### config.mk
export PLATFORM = sky130hd
export DESIGN_NAME = vorbis_float_format_converter
export DESIGN_NICKNAME = d
export VERILOG_FILES = /design/src/hw/rtl/vff_pkg.sv /design/src/hw/rtl/vorbis_float_format_converter.sv
export SDC_FILE = /design/constraint.sdc
export NUM_CORES = 1
export LEC_CHECK = 0
export ABC_AREA = 1
export BUFFER_PORTS_ARGS = -buffer_cell sky130_fd_sc_hd__buf_4
export CAP_MARGIN = 10
export CORE_AREA = 4 4 154 156
export DETAILED_ROUTE_END_ITERATION = 10
export DIE_AREA = 0 0 158 160
export MAX_ROUTING_LAYER = met4
export PLACE_DENSITY = 0.73
export SYNTH_ARGS = -nofsm -noshare
export SYNTH_HDL_FRONTEND = slang
export SYNTH_SLANG_ARGS = --single-unit
### constraint.sdc
create_clock -name clock -period 6.95 [get_ports clock]
set_input_delay 0.3475 -clock clock [delete_from_list [all_inputs] [get_ports clock]]
set_output_delay 0.3475 -clock clock [all_outputs]
set_load 0.005 [all_outputs]
### src/hw/rtl/vff_pkg.sv
// Package for the Vorbis float format converter: command codes and field constants.
// Depends on nothing; used by vorbis_float_format_converter.
package vff_pkg;

   typedef enum logic {
      CMD_UNPACK = 1'b0,
      CMD_PACK   = 1'b1
   } command_type;

   localparam int unsigned VF_BIAS    = 788;
   localparam logic [9:0]  VF_EXP_MAX = 10'h3FF;
   localparam logic [20:0] VF_ONE     = 21'h100000;

   // Position of the highest set bit of a 23-bit value (0 for zero).
   function automatic logic [4:0] top_bit(input logic [22:0] v);
      logic [4:0] p;
      p = 5'd0;
      for (int i = 0; i < 23; i++) begin
         if (v[i]) p = 5'(i);
      end
      return p;
   endfunction

endpackage

### src/hw/rtl/vorbis_float_format_converter.sv
// Top level of the Vorbis float format converter: unpack and pack in one registered pass.
// Depends on vff_pkg.
//
// One item is accepted per clock cycle whenever start is high; busy is held low because
// the block has no stall. Each item's result appears on the rsp_ ports in the cycle after
// acceptance, with rsp_valid high for a single cycle; the conversion is combinational from
// the request ports into the result register. The receiver cannot stall.
module vorbis_float_format_converter (
   input  logic        clock,
   input  logic        reset,
   input  logic        start,
   output logic        busy,
   input  logic        req_command,
   input  logic [31:0] req_word_in,
   output logic        rsp_valid,
   output logic [31:0] rsp_word_out,
   output logic        rsp_overflowed,
   output logic        rsp_not_finite_input
);

   logic        valid_ff;
   logic [31:0] word_ff, word_in;
   logic        ovf_ff, ovf_in, nf_ff, nf_in;

   // Unpack path.
   logic [20:0] u_m;
   logic [9:0]  u_e;
   logic [4:0]  u_p;
   logic signed [11:0] u_big_e;
   logic signed [11:0] u_sh;
   logic [4:0]  u_r;
   logic [20:0] u_rem, u_half;
   logic [22:0] u_q;
   logic [31:0] u_word;
   logic        u_ovf;
   logic [22:0] u_sig;

   // Pack path.
   logic [7:0]  p_be;
   logic [22:0] p_f;
   logic [4:0]  p_q;
   logic [4:0]  p_k;
   logic [20:0] p_mant;
   logic [9:0]  p_vexp;
   logic [31:0] p_word;
   logic        p_nf;
   logic [24:0] p_sum;

   always_comb begin
      u_m     = req_word_in[20:0];
      u_e     = req_word_in[30:21];
      u_p     = vff_pkg::top_bit({2'b00, u_m});
      u_big_e = $signed({7'd0, u_p}) + $signed({2'b00, u_e}) - 12'sd788;
      u_sh    = $signed({2'b00, u_e}) - 12'sd639;
      u_ovf   = 1'b0;
      u_r     = 5'd0;
      u_rem   = 21'd0;
      u_half  = 21'd0;
      u_q     = 23'd0;
      u_sig   = 23'({2'b00, u_m} << (5'd23 - u_p));
      if (u_m == 21'd0) begin
         u_word = 32'd0;
      end else if (u_big_e > 12'sd127) begin
         u_ovf  = 1'b1;
         u_word = {req_word_in[31], 31'h7F800000};
      end else if (u_big_e >= -12'sd126) begin
         u_word = {req_word_in[31], 8'(u_big_e + 12'sd127), u_sig[22:0]};
      end else begin
         // Subnormal result: shift the mantissa into units of 2^-149 and round to even.
         if (u_sh >= 12'sd0) begin
            u_q = 23'({2'b00, u_m} << u_sh[4:0]);
         end else if (u_sh <= -12'sd22) begin
            u_q = 23'd0;
         end else begin
            u_r    = 5'(-u_sh);
            u_half = 21'd1 << (u_r - 5'd1);
            u_rem  = u_m & ((21'd1 << u_r) - 21'd1);
            u_q    = {2'b00, u_m >> u_r};
            if (u_rem > u_half || (u_rem == u_half && u_q[0])) u_q = u_q + 23'd1;
         end
         u_word = {req_word_in[31], 8'd0, u_q};
      end
   end

   always_comb begin
      p_be   = req_word_in[30:23];
      p_f    = req_word_in[22:0];
      p_q    = vff_pkg::top_bit(p_f);
      p_k    = p_q - 5'd19;
      p_nf   = 1'b0;
      p_mant = 21'd0;
      p_vexp = 10'd0;
      p_sum  = 25'd0;
      if (p_be == 8'hFF) begin
         p_nf   = 1'b1;
         p_word = {req_word_in[31], vff_pkg::VF_EXP_MAX, vff_pkg::VF_ONE};
      end else if (p_be == 8'd0 && p_f == 23'd0) begin
         p_word = 32'd0;
      end else begin
         if (p_be != 8'd0) begin
            p_sum  = {2'b01, p_f} + 25'd8;
            p_mant = 21'(p_sum >> 4);
            p_vexp = 10'({2'b00, p_be} + 10'd642);
         end else begin
            if (p_q <= 5'd19) begin
               p_mant = 21'(p_f << (5'd19 - p_q));
            end else begin
               p_sum  = {2'b00, p_f} + (25'd1 << (p_k - 5'd1));
               p_mant = 21'(p_sum >> p_k);
            end
            p_vexp = 10'({5'd0, p_q} + 10'd620);
         end
         p_word = {req_word_in[31], p_vexp, p_mant};
      end
   end

   always_comb begin
      if (req_command == vff_pkg::CMD_PACK) begin
         word_in = p_word;
         ovf_in  = 1'b0;
         nf_in   = p_nf;
      end else begin
         word_in = u_word;
         ovf_in  = u_ovf;
         nf_in   = 1'b0;
      end
   end

   always_ff @(posedge clock) begin
      if (reset) begin
         valid_ff <= 1'b0;
      end else begin
         valid_ff <= start;
      end
      word_ff <= word_in;
      ovf_ff  <= ovf_in;
      nf_ff   <= nf_in;
   end

   assign busy                 = 1'b0;
   assign rsp_valid            = valid_ff;
   assign rsp_word_out         = word_ff;
   assign rsp_overflowed       = ovf_ff;
   assign rsp_not_finite_input = nf_ff;

   a_one_flag: assert property (@(posedge clock) disable iff (reset)
      rsp_valid |-> !(rsp_overflowed && rsp_not_finite_input))
      else $error("both result flags set");
   a_latency: assert property (@(posedge clock) disable iff (reset)
      start |=> rsp_valid)
      else $error("accepted item produced no result");
   a_ovf_inf: assert property (@(posedge clock) disable iff (reset)
      (rsp_valid && rsp_overflowed) |-> (rsp_word_out[30:0] == 31'h7F800000))
      else $error("overflow without infinity");

endmodule
**Word-level counts from Yosys, hierarchy flattened**

Cells that the tools add are included.
Widths: inputs -> output; s select.

- Add/subtract/negate cells: 16
- Mux-type cells: 36
- Bitwise logic cells: 1
- Reductions and logical operators: 8
- Shifts and indexed selects: 8
- Eq/ne operators: 2
- Magnitude comparators: 6

Operator list:

| kind | count |
|---|---|
| $mux 32 | 4 |
| $mux 5 | 21 |
| $mux 31 | 2 |
| $shl 21x5->23 | 2 |
| $mux 22 | 2 |
| $mux 21 | 2 |
| $shl 1x5->21 const A | 2 |
| $add 23x25->25 | 1 |
| $add 24x4->25 const B | 1 |
| $shl 1x5->25 const A | 1 |
| $shr 25x5->21 | 1 |
| $logic_not 23->1 | 1 |
| $mux 23 | 1 |
| $shl 23x5->21 | 1 |
| $add 21x1->22 const B | 1 |
| $and 21x21->21 | 1 |
| $eq 21x21->1 | 1 |
| $gt 21x21->1 | 1 |
| $logic_not 21->1 | 1 |
| $shr 21x5->21 | 1 |
| $sub 21x1->21 const B | 1 |
| $ge 12x8->1 const B | 1 |
| $gt 12x8->1 const B | 1 |
| $sub 11x10->12 const B | 1 |
| other kinds (20) | 25 |

- Register bits after elaboration: 35
- Output and inout bits: 36
- Word-level logic and storage cells: 81
- Input port bits: 36

**Depth between registers and ports, before layout**

Gate-level depths: netlist (run 1).

- Depth in word-level cells: 32
- Mapped depth: 61
- Gate-level depth less buffers: 56

**Least setup slack after synthesis (run 1)**

No wires, ideal clock.

- Kind: input port to flip-flop
- Start: input req_word_in[5]
- End: register word_ff[3] (netlist: rsp_word_out[3])
- Path slack: 0.284 ns
- Setup time: 0.113 ns
- Buffers on the path: 6
- Data required time: 6.837 ns
- Arrival: 6.553 ns
- Stages: 58
- Cells stage by stage: clkbuf_1 > inv_1 > nand2_1 > nand2_1 > nand2_1 > nand2_1 > nand2_1 > nand2_1 > nand2_1 > nand2_1 > nand2_1 > nand2_1 > nand2_1 > nand2_1 > nand2_1 > nand2_1 > nand2_1 > nand2_1 > (+22 left out) > inv_1 > o21bai_1 > nand2_1 > nand2_1 > nand2_1 > nand2_1 > inv_1 > nand3_1 > nand3_1 > and2_1 > nand2_1 > nand2_1 > nand3_1 > nand2_1 > nand2_1 > nand2_1 > nand2_1 > nand2_1

- Longest elaborated chain between the ends: 28
- Elaborated cells on any way between the ends: 55
- Classes of those cells: add/sub (9); order compare (4); eq/ne (1); shift (6); mux (29); bitwise (1); reduce/logical (5)

Ends and longest elaborated chain:

| element | RTL line | text |
|---|---|---|
| from (decl) | vorbis_float_format_converter.sv:14 | `input logic [31:0] req_word_in,` |
| $mux 5 (18 in series) | vff_pkg.sv:19 | `if (v[i]) p = 5'(i);` |
| $sub 5x5->5 | vorbis_float_format_converter.sv:89 | `p_k = p_q - 5'd19;` |
| $sub 5x1->5 | vorbis_float_format_converter.sv:108 | `p_sum = {2'b00, p_f} + (25'd1 << (p_k - 5'd1));` |
| $shl 1x5->25 | vorbis_float_format_converter.sv:108 |  |
| $add 23x25->25 | vorbis_float_format_converter.sv:108 |  |
| $shr 25x5->21 | vorbis_float_format_converter.sv:109 | `p_mant = 21'(p_sum >> p_k);` |
| $mux 21 | vorbis_float_format_converter.sv:105 | `if (p_q <= 5'd19) begin` |
| $mux 21 | vorbis_float_format_converter.sv:100 | `if (p_be != 8'd0) begin` |
| $mux 32 | vorbis_float_format_converter.sv:97 | `end else if (p_be == 8'd0 && p_f == 23'd0) begin` |
| $mux 32 | vorbis_float_format_converter.sv:94 | `if (p_be == 8'hFF) begin` |
| $mux 32 * | vorbis_float_format_converter.sv:118 | `if (req_command == vff_pkg::CMD_PACK) begin` |
| named net word_in[3] | vorbis_float_format_converter.sv:22 | `logic [31:0] word_ff, word_in;` |
| to (signal assigned) | vorbis_float_format_converter.sv:135 | `word_ff <= word_in;` |
| to (decl) | vorbis_float_format_converter.sv:22 |  |

The timed path passes the listed nets; every way through them passes the cells marked *.
A chain may end at the register's enable or synchronous reset.

**Worst setup path after layout (run 1)**

- Start: input req_word_in[21]
- End: register word_ff[14] (netlist: rsp_word_out[14])

- Longest elaborated chain between the ends: 15
- Elaborated cells on any way between the ends: 43
- Classes of those cells: add/sub (11); order compare (6); eq/ne (1); shift (7); mux (13); bitwise (1); reduce/logical (4)

Ends and longest elaborated chain:

| element | RTL line |
|---|---|
| branches (longest 14 deep; another with $sub 21x1->21) | n/a |
| $mux 32 * | vorbis_float_format_converter.sv:118 |
| named net word_in[14] | vorbis_float_format_converter.sv:22 |

Mark *: on every way through the listed nets, which the timed path passes.

==> out/metrics.yaml, run 1 <==
status:
  outcome: "completed"
cts:
  hold_buffers: 0
  cts-htree-levels: 2
  cts_setup_buffers: 0
  clockBufferDepth: 2
  root_buffer: "clkbuf_16"
  path_clk_slew_ns: 0.06
  cts_tree: "done"
  numClockSinks: 35
  cts_buffers: 5
placement:
  dp_slack_ns: 0.379
  routabilityCongestion: 1.13
  io_buffers: 70
  dpl_cell_area_um2: 12500
  dp_hpwl_um: 41500
  dp_cells: 2537
run:
  maxCapViolations: 0
sta:
  fmax_mhz: 155
  fin_crit_sh_pct: 92.9
  fin_crit_ns: 6.46
  setup_viol: 0
  worst_slew_pin_slew_ns: 0.876
  slew_headroom_pct: 41.5
  hold_violations: 0
  finalWorstSetupSlack_ns: 0.494
  final_max_slew_viol_count: 0
worst_setup_path:
  crit_fanout: 26
  critical_path_required_ns: 7.18
  cp_num_buf_inv: 9
  cp_common_cell: "nand2_1"
  path_delay_family: "simple AND/OR/NAND/NOR gates"
  worstSetupStartpointType: "input port"
  slowest_delay_ns: 0.41
  slowest_stage: "xor2_4"
  endpoint_kind: "register"
  crit_arrival_ns: 6.69
  crit_type: "input port to register"
yosys:
  synth_warnings: 0
  synth-seq-area-share_pct: 6.02
  netlist_area_um2: 11600
  ys_seq_elements: 35
  ys_types: 62
  ys.flop_type: "dfxtp_1"
  syn_nets: 2351
  synthCells: 2230
  ys_async_sr_fraction_pct: 0
  synth-edff-count: 0
  syn_area_per_cell_um2: 5.22
floorplanning:
  start_util_pct: 52.0
  dieArea_um2: 25300
  fp-row-count: 55
  io_pins: 72
  die_y_um: 160
  coreArea_um2: 22400
  fp.dieW_um: 158
grt:
  grt_pass1_wl_um: 78300
  grt_pass1_vias: 13700
  track_usage_pct: 39.9
  grt.overflow.total: 0
  antenna_found_initial: 1
  grt_max_degree: 45
final_layout:
  fin_nets: 2380
  finalInstanceArea_um2: 12700
  final_cells: 2546
  area_growth_pct: 9.04
  drive_above_1_share_pct: 8.32
hold_path:
  hp-class: "input port to register"
  hp-start: "reset"
  whs_path_depth: 2
  hold_end: "rsp_valid"
routing:
  routedWlPerCell_um: 20.2
  route.detailed.drc: 0
  wl_um: 51300
  dr.pass1.iters: 6
  ant_nets: 0
  via_count: 15700
  vias_per_cell: 6.15
  drt-initial-drc-count: 2243
power_and_ir_drop:
  combinationalPowerShare_pct: 70.0
  vdd_drop_max_uv: 99.0
  powerDensity_nw_per_um2: 133
  seqPwrFrac_pct: 14.3
  p_sw_mw: 0.915
  p_leak_nw: 6.08
  internal_power_mw: 0.777
  pwr-share-clk_pct: 15.7
  p_sw_share_pct: 54.1
worst max path at each step:
stage | depth (start not counted) | start | to
2_1_floorplan | 58 | req_word_in[5] | rsp_word_out[3]
3_3_place_gp | 40 | req_word_in[21] | rsp_word_out[8]
3_5_place_dp | 42 | req_word_in[21] | rsp_word_out[14]
4_1_cts | 42 | req_word_in[21] | rsp_word_out[14]
5_1_grt | 40 | req_word_in[21] | rsp_word_out[8]
6_report | 42 | req_word_in[21] | rsp_word_out[14]
layer usage:
metal  up-vias  wire [um]  global-route usage, %
li1       7485          -                      -
met1      6861      20700                   56.4
met2      1134      20800                   55.6
met3       184       7380                   9.16
met4         0       2470                   13.7
met5         -          0                      -
cells in the final DEF, fill, tap and decap left out, types with 10 or more instances in the layout:
master    instances
nand2_1         653
nor2_1          231
o21ai_0         227
nand3_1         222
inv_1           212
a21oi_1         153
buf_4           124
ha_1             83
nor3_1           41
dfxtp_1          35
xor2_1           26
nand4_1          24
o211ai_1         24
a31oi_1          21
xnor2_1          19
or2_2            12
nor4_1           11
clkinv_1         10
Yosys cell counts, types with 3 or more instances:
cell / count / share of area [%]
or2_2: 12 / 0.65
a21oi_1: 153 / 6.6
inv_2: 5 / 0.16
buf_2: 8 / 0.34
dfxtp_1: 35 / 6.0
o21ai_0: 227 / 9.8
o22ai_1: 7 / 0.38
buf_1: 10 / 0.32
nand3_1: 222 / 9.5
nor2_4: 5 / 0.48
mux2i_1: 5 / 0.43
xor2_1: 27 / 2.0
o22ai_2: 3 / 0.32
nor3_1: 41 / 1.8
o21ai_1: 9 / 0.39
nand2_4: 4 / 0.39
buf_6: 4 / 0.39
buf_4: 4 / 0.26
o21bai_1: 9 / 0.58
ha_1: 83 / 8.9
o221ai_1: 8 / 0.60
nand3b_1: 3 / 0.19
nand4_1: 24 / 1.3
nand2_2: 6 / 0.32
nor2_2: 5 / 0.27
inv_1: 212 / 6.8
clkinv_1: 10 / 0.32
a21o_1: 5 / 0.32
nor2_1: 232 / 7.5
o211ai_1: 24 / 1.5
a31oi_1: 21 / 1.1
nor4_1: 13 / 0.70
nand2_1: 653 / 21
and2_1: 3 / 0.16
xor2_4: 3 / 0.71
a221oi_1: 6 / 0.45
o21a_1: 4 / 0.26
xnor2_1: 19 / 1.4
clkbuf_1: 76 / 2.5
what timing repair did:
| action | in CTS | in global routing |
|---|---|---|
| resized for setup | 0 | 2 |
| hold endpoints to repair | 0 | 0 |
| setup endpoints to repair | 0 | 14 |
area by class of cell:
class | count | area, um2
fill | 2406 | 9680
multi-input combinational | 1865 | 9670
timing repair buffer | 124 | 931
inverter | 228 | 858
sequential | 35 | 701
tap | 285 | 357
clock buffer | 5 | 125
clock inverter | 3 | 47.5
antenna | 1 | 2.50
power by group through the flow:
stage / Combinational (mW) / Clock, mW / Sequential [mW]
floorplan: 0.752 / 0 / 0.245
global placement: 1.13 / 0 / 0.246
detailed placement: 1.14 / 0 / 0.246
CTS: 1.14 / 0.266 / 0.242
global route: 1.29 / 0.274 / 0.243
finish: 1.18 / 0.266 / 0.241
metrics by stage:
stage / TNS, ns / power, mW / util [%] / hold slack (ns)
global route: -0.0355 / 1.81 / 56.7 / 0.212
detailed placement: 0 / 1.38 / 55.9 / 0.506
CTS: 0 / 1.65 / 56.7 / 0.208
global placement: 0 / 1.38 / 55.9 / 0.505
finish: 0 / 1.69 / 56.7 / 0.206
floorplan: 0 / 0.997 / - / 0.419
registers in the layout (all words and copies together), names as in the netlist:
name	cells
rsp_word_out	32
rsp_not_finite_input	1
rsp_overflowed	1
rsp_valid	1
cells by family after synthesis:
family | share of synthesized area, %
fa+ha+maj | 9.27
mux | 0.430
compound gates | 23.8
xor+xnor | 4.41
buf+inv | 11.1
flops | 6.02
simple gates | 44.9
other cells | 0.0322
Power figures use the tool's default switching activity.
==> run 2, diff against run 1 <==
==> constraint.sdc (replaced) <==
create_clock -name clock -period 6.95 [get_ports clock]
set_input_delay 0.695 -clock clock [delete_from_list [all_inputs] [get_ports clock]]
set_output_delay 0.695 -clock clock [all_outputs]
set_load 0.005 [all_outputs]
==> run 2 against run 1 <==
Effect of this change:
- worst setup slack lost 0.037 ns
- final cell count up 0.31%
- final area up 0.72%
- flip-flop and latch count unchanged
- critical path depth up 6
- fmax decreased by 0.57%
- via count rose by 2.0%
- die area stayed put
- largest cell class unchanged
- highest routed layer unchanged
- power is 0.62% higher
==> out/metrics.yaml, run 2 (synthesis results as in run 1) <==
floorplanning:
  coreArea_um2: 22400  # unchanged
  io_pins: 72  # unchanged
  die_y_um: 160  # unchanged
  fp.dieW_um: 158  # unchanged
  dieArea_um2: 25300  # unchanged
  start_util_pct: 52.0  # unchanged
  fp-row-count: 55  # unchanged
final_layout:
  insertedDiodeCount: 0  # was 1
  finalInstanceArea_um2: 12800  # was 12,700 um2
  final_cell_mix: "nand2_1 (653), nor2_1 (231), o21ai_0 (227)"  # unchanged
  area_growth_pct: 9.83  # was 9.04%
  final_cells: 2554  # was 2,546
  final_util_pct: 57.1  # was 56.7%
  largest_reg_flops: 32  # unchanged
  drive_above_1_share_pct: 8.77  # was 8.32%
  final_common_cell: "nand2_1"  # unchanged
  fin_nets: 2389  # was 2,380
hold_path:
  hp-start: "reset"  # unchanged
  hold_end: "rsp_valid"  # unchanged
  whs_path_depth: 2  # unchanged
  hp-class: "input port to register"  # unchanged
worst_setup_path:
  crit_path_start: "req_word_in[2]"  # was req_word_in[21]
  crit_fanout: 29  # was 26
  endpoint_kind: "register"  # unchanged
  worstSetupStartpointType: "input port"  # unchanged
  slowest_stage: "xnor2_1"  # was xor2_4
  crit_type: "input port to register"  # unchanged
  crit_arrival_ns: 6.65  # was 6.69 ns
  critical_path_required_ns: 7.11  # was 7.18 ns
  slowest_delay_ns: 0.55  # was 0.41 ns
  cp_common_cell: "nand2_1"  # unchanged
placement:
  dp_cells: 2545  # was 2,537
  io_buffers: 70  # unchanged
  dp_hpwl_um: 42400  # was 41,500 um
  routabilityCongestion: 1.07  # was 1.13
  dpl_cell_area_um2: 12600  # was 12,500 um2
sta:
  final_max_slew_viol_count: 0  # unchanged
  fmax_mhz: 154  # was 155 MHz
  setup_viol: 0  # unchanged
  whs_ns: 0.558  # was 0.206 ns
  rsz0062_at_grt: "no"
  hold_violations: 0  # unchanged
  fin_setup_tns_ns: 0  # unchanged
  slew_headroom_pct: 41.0  # was 41.5%
  fin_crit_sh_pct: 93.4  # was 92.9%
  fin_crit_ns: 6.49  # was 6.46 ns
  worst_slew_pin_slew_ns: 0.882  # was 0.876 ns
status:
  outcome: "completed"  # unchanged
routing:
  drt-initial-drc-count: 2538  # was 2,243
  dr.pass1.iters: 7  # was 6
  routedWlPerCell_um: 20.7  # was 20.2 um
  via_count: 16000  # was 15,700
  route.detailed.drc: 0  # unchanged
  vias_per_cell: 6.26  # was 6.15
  wl_um: 52700  # was 51,300 um
  ant_nets: 0  # unchanged
cts:
  path_clk_slew_ns: 0.06  # about the same
  cts-htree-levels: 2  # unchanged
  numClockSinks: 35  # unchanged
  cts_buffers: 5  # unchanged
  clockBufferDepth: 2  # unchanged
  root_buffer: "clkbuf_16"  # unchanged
  cts_tree: "done"  # unchanged
power_and_ir_drop:
  powerDensity_nw_per_um2: 133  # about the same
  vdd_drop_max_uv: 113  # was 99.0 uV
  p_leak_nw: 6.12  # was 6.08 nW
grt:
  grt_pass1_vias: 14000  # was 13,700
  antenna_found_initial: 0  # was 1
  grt_pass1_wl_um: 79400  # was 78,300 um
  grt.overflow.total: 0  # unchanged
  grt_max_degree: 46  # was 45
  track_usage_pct: 40.7  # was 39.9%
run:
  maxCapViolations: 0  # unchanged
[run 2: cell types whose count changed in the layout (fill, tap and decap cells not counted), sizes merged]
cell and delta:
buf +9, diode -1
[run 2: worst max path at each step]
stage	slack, ns	cells after the start	endpoint
after floorplan	0.1	58	rsp_word_out[3]
after global placement	0.28	39	rsp_word_out[8]
after detailed placement	0.19	39	rsp_word_out[8]
after CTS	0.48	39	rsp_word_out[8]
after global routing	0.008	50	rsp_word_out[7]
final	0.46	48	rsp_word_out[10]
[run 2: what timing repair did]
action / CTS / global route
hold buffers: 0 / 0
resized for setup: 0 / 5
buffers inserted: 0 / 1
endpoints found under the setup margin: 0 / 11
[run 2: power breakdown]
part	total, mW	switching (mW)	internal [mW]
Sequential	0.243	0.0131	0.230
Clock	0.274	0.102	0.171
Combinational	1.19	0.809	0.377
[run 2: critical path, delay by kind of cell]
family,cells,cell delay (ns)
AOI/OAI and AO/OA,5,0.87
xor gates and xnor gates,1,0.55
and+or+nand+nor,32,2.49
adders and majority gates,4,1.09
buffers and inverters,6,0.94
[run 2: final cells by class]
cell class	instances	area, um2
Multi-Input combinational cell	1865	9680
Clock inverter	3	47.5
Tap cell	285	357
Fill cell	2430	9590
Timing Repair Buffer	133	1010
Sequential cell	35	701
Clock buffer	5	125
Inverter	228	858
[run 2: layer usage]
layer	share of wire [%]	routed length [um]	GRT usage, %
met2	40	21300	57.8
met1	40	21300	56.0
met3	14	7510	10.3
met5	0	0	-
met4	5.0	2640	14.1
[run 2: stage by stage]
stage | setup slack [ns] | power (mW)
floorplan | 0.0954 | 0.997
global placement | 0.284 | 1.38
detailed placement | 0.194 | 1.38
CTS | 0.483 | 1.66
global route | 0.00793 | 1.81
finish | 0.457 | 1.70
